### src/hw/rtl/fbc_ram.sv
// Generic single write port, single read port RAM with registered read.
// No dependencies.
`timescale 1ns / 1ps

module fbc_ram #(
  parameter int unsigned WIDTH = 32,
  parameter int unsigned DEPTH = 8
) (
  input  logic                     clk_i,
  input  logic                     we_i,
  input  logic [$clog2(DEPTH)-1:0] waddr_i,
  input  logic [WIDTH-1:0]         wdata_i,
  input  logic [$clog2(DEPTH)-1:0] raddr_i,
  output logic [WIDTH-1:0]         rdata_o
);

  logic [WIDTH-1:0] mem_q [DEPTH];
  logic [WIDTH-1:0] rdata_q;

  always_ff @(posedge clk_i) begin
    if (we_i) begin
      mem_q[waddr_i] <= wdata_i;
    end
    rdata_q <= mem_q[raddr_i];
  end

  assign rdata_o = rdata_q;

endmodule

### config.mk
export PLATFORM = sky130hd
export DESIGN_NAME = fbc_ram
export DESIGN_NICKNAME = d
export VERILOG_FILES = /design/src/hw/rtl/fbc_ram.sv
export SDC_FILE = /design/constraint.sdc
export NUM_CORES = 1
export LEC_CHECK = 0
export ABC_AREA = 1
export BUFFER_PORTS_ARGS = -buffer_cell sky130_fd_sc_hd__clkbuf_2
export CAP_MARGIN = 30
export CORE_MARGIN = 2
export CORE_UTILIZATION = 45
export DETAILED_ROUTE_END_ITERATION = 10
export MAX_ROUTING_LAYER = met4
export PLACE_DENSITY = 0.64
export SLEW_MARGIN = 20
export SYNTH_ARGS = -nofsm -noshare
export SYNTH_HDL_FRONTEND = slang
export SYNTH_SLANG_ARGS = --single-unit
export TNS_END_PERCENT = 5
### constraint.sdc
create_clock -name clk_i -period 5.9 [get_ports clk_i]
set_input_delay 0.295 -clock clk_i [delete_from_list [all_inputs] [get_ports clk_i]]
set_output_delay 0.295 -clock clk_i [all_outputs]
set_load 0.02 [all_outputs]
After elaboration in Yosys (flattened, before gate mapping)
Memory sizes are Yosys's and may differ from the RTL's. A register that Yosys moved wholly into a read port is not among the register bits.
Index checks and enable logic that the tools add are counted.
- multiplexer cells: 2
- operators by type and width (cell ; count):
    2-to-1 mux 1 bit ; 2
- bits in registers: 0
- bits in writable memories: 256
- memories: 1
- input port bits: 40
- output and inout bits: 32
- logic and storage cells: 3
- memory list (memory ; depth ; bits a word ; rd ports ; clocked after Yosys merged registers in ; write ports ; line ; source):
    mem_q ; 8 ; 32 ; 1 ; 1 ; 1 ; 17 ; logic [WIDTH-1:0] mem_q [DEPTH];

Depth between registers and ports, before layout
- depth in word-level cells: 2
- mapped depth: 8

Worst setup path before layout
No wires, ideal clock.
- kind: input port to flip-flop
- from: input waddr_i[0]
- to: memory mem_q[0][0] (enable)
- path buffers: 0
- required time: 5.479 ns
- arrival: 1.791 ns
- path slack: 3.688 ns
- cell stages on the path: 3
- cells stage by stage: inv_1 > nand2_1 > nor2_1
- RTL lines (what ; line ; source):
    start, declared ; 11 ; input logic [$clog2(DEPTH)-1:0] waddr_i,
    end, declared ; 17 ;
Straight into the memory's write port.

==> results.yml <==
outcome:
  status: "finished clean"
clock_network:
  ctsResizeCount: 0
  cts_max_path_buffers: 3
  clk_pin_slew_ns: 0.06
  cts_made_buffers: 30
  clockRootBuffer: "clkbuf_16"
  cts_tree: "done"
  clock_latency_ns: 0.55
  htree_levels: 1
  cts_sinks: 288
timing:
  holdWs_ns: 0.0214
  fmax_mhz: 427
  setup_tns_ns: 0
  finClkSkew_ns: 0.00777
  fin_crit_ns: 2.34
  hold_viol: 0
  drv_slew: 0
  setup_slack_ns: 3.56
  period_share: 0.397
  rsz0062_at_grt: "false"
  relSlewSlack: 0.402
  setup-violations-final: 0
  worst_slew_pin_slew_ns: 0.896
placement:
  hpwl_um: 11800
  place_area_mm2: 0.0125
  place_congestion: 0.689
  place_ws_ns: 3.01
  place.port_buffers: 71
cells_and_area:
  insertedDiodeCount: 0
  drive_above_1_share: 0.118
  regArea_mm2: 0.00833
  fin_nets: 1266
  multi_input_area_mm2: 0.00231
  fillers: 2270
  area_delta_synth_final_pct: 14.8
  fin_area_mm2: 0.0136
global_routing:
  antenna_found_initial: 0
  grt_usage: 0.176
  grt_pass1_wl_um: 37100
  first_global_vias: 6926
  grt-ovfl-total: 0
  grt_max_degree: 77
yosys:
  synth-seq-cells: 288
  yosysTopAreaCell: "edfxtp_1"
  ys.warnings.count: 0
  netlist.area_leader.share: 0.647
  syn_area_mm2: 0.0119
  syn_inst: 1156
  synth_cell_types: 12
  synth_area_leaders: "edfxtp_1 (65%), nand2_1 (13%), inv_1 (8.2%), dfxtp_1 (5.4%), nand3_1 (5.4%)"
  syn_nets: 1196
  yosysSeqAreaShare: 0.701
  avgSynthCellArea_um2: 10.3
worst_setup_path:
  required_ns: 6.39
  r2r_start: "mem_q[6][16]"
  worstRegToRegCells: 6
  cp-start-kind: "input pin"
  worst_ep_arrival_time_ns: 2.83
  worstPathMaxFanout: 68
  worstSetupStartpoint: "raddr_i[0]"
  setup.worst_path.class: "in -> reg"
  cp-end-kind: "register"
  r2r_slack_ns: 5.01
  endpoint: "rdata_o[17]"
  r2r_end: "rdata_o[16]"
detailed_routing:
  route.detailed.drc: 0
  viasPerCell: 4.61
  totalWireLength_um: 23700
  via_count: 7302
  drtIter0Drc: 471
  dr.pass1.iters: 4
  ant_nets: 0
  wl_per_cell_um: 15.0
pwr:
  p_comb_frac: 0.063
  design_power_total_uw: 4680
  vdd_drop_max_mv: 0.247
  p_int_uw: 3680
  switchingPower_uw: 1010
  pwr-share-seq: 0.496
  p_per_area_mw_per_mm2: 344
  pwr-share-clk: 0.441
  swShare: 0.215
  p_leak_uw: 0.00629
run:
  maxCapViolCount: 0
hold_path:
  hp-class: "in -> reg"
die:
  die_w_um: 166
  io_pins: 72
  core_mm2: 0.0260
  initial_core_util: 0.457
  die_h_um: 166
  row_count: 59
  die_area_mm2: 0.0277
worst min-delay path by stage:
stage,start,to,cells past startpoint
2_1_floorplan,wdata_i[0],mem_q[0][0],0
3_3_place_gp,wdata_i[12],mem_q[5][12],1
3_5_place_dp,wdata_i[12],mem_q[4][12],1
4_1_cts,wdata_i[0],mem_q[4][0],1
5_1_grt,wdata_i[13],mem_q[4][13],1
6_report,wdata_i[0],mem_q[4][0],1
timing repair:
action,4_1_cts,5_1_grt
endpoints found under the setup margin,0,0
setup buffers,0,0
hold buffers,1,0
hold endpoints to repair,5,0
metal layers:
| metal | vias up | part of all wire | global-route usage |
|---|---|---|---|
| met3 | 42 | 0.049 | 0.0285 |
| li1 | 3725 | - | - |
| met5 | - | 0 | - |
| met4 | 0 | 0.025 | 0.0465 |
| met1 | 3352 | 0.46 | 0.231 |
| met2 | 183 | 0.47 | 0.287 |
critical path: stages:
cell	delay, ns
buf_4	0.48
clkinv_2	0.88
buf_4	0.65
nand2_1	0.14
nand3_1	0.07
nand2_1	0.11
nand2_1	0.06
nand2_1	0.07
layout make-up:
class	count	area share
clock buffers	35	0.0595
well taps	335	0.0308
multi-input cells	558	0.170
repair buffers	86	0.0347
inverters	262	0.0722
clock inverters	21	0.0220
flip-flops and latches	288	0.611
sequential cells by signal, indices dropped and copies added, names as in the netlist:
register,count
mem_q,256
rdata_o,32
cell usage after synthesis (all sizes together):
cell / instances
dfxtp: 32
inv: 262
nand3: 128
nor2: 8
buf: 41
edfxtp: 256
clkbuf: 7
nand2: 422
kinds of logic (layout without fill, tap and decap cells):
kind of cell,after synthesis,in the layout,synth area share
and+or+nand+nor,558,558,0.190
buffers and inverters,310,404,0.109
DFF,288,288,0.701
layout by cell type (no fill, tap or decap):
cell / n
nand2_1: 422
inv_1: 260
edfxtp_1: 256
nand3_1: 128
clkbuf_2: 70
dfxtp_1: 32
clkbuf_16: 31
buf_4: 15
nor2_4: 8
bufinv_16: 7
clkinv_2: 6
clkinv_4: 4
clkinvlp_4: 3
clkinv_1: 2
clkbuf_8: 2
clkbuf_1: 2
inv_2: 1
dlygate4sd3_1: 1
metrics by stage:
step                utilization  cells
global route              0.525   1585
CTS                       0.525   1585
floorplan                     -   1156
global placement          0.481   1528
finish                    0.525   1585
detailed placement        0.481   1528
power groups by stage:
| stage | clock (µW) | sequential, µW | combinational, µW |
|---|---|---|---|
| final | 2070 | 2330 | 293 |
| after global routing | 2190 | 2330 | 332 |
| after CTS | 2100 | 2330 | 297 |
| after detailed placement | 0 | 2370 | 295 |
| after global placement | 0 | 2370 | 289 |
| after floorplan | 0 | 2390 | 164 |
Power figures use the tool's default switching activity.
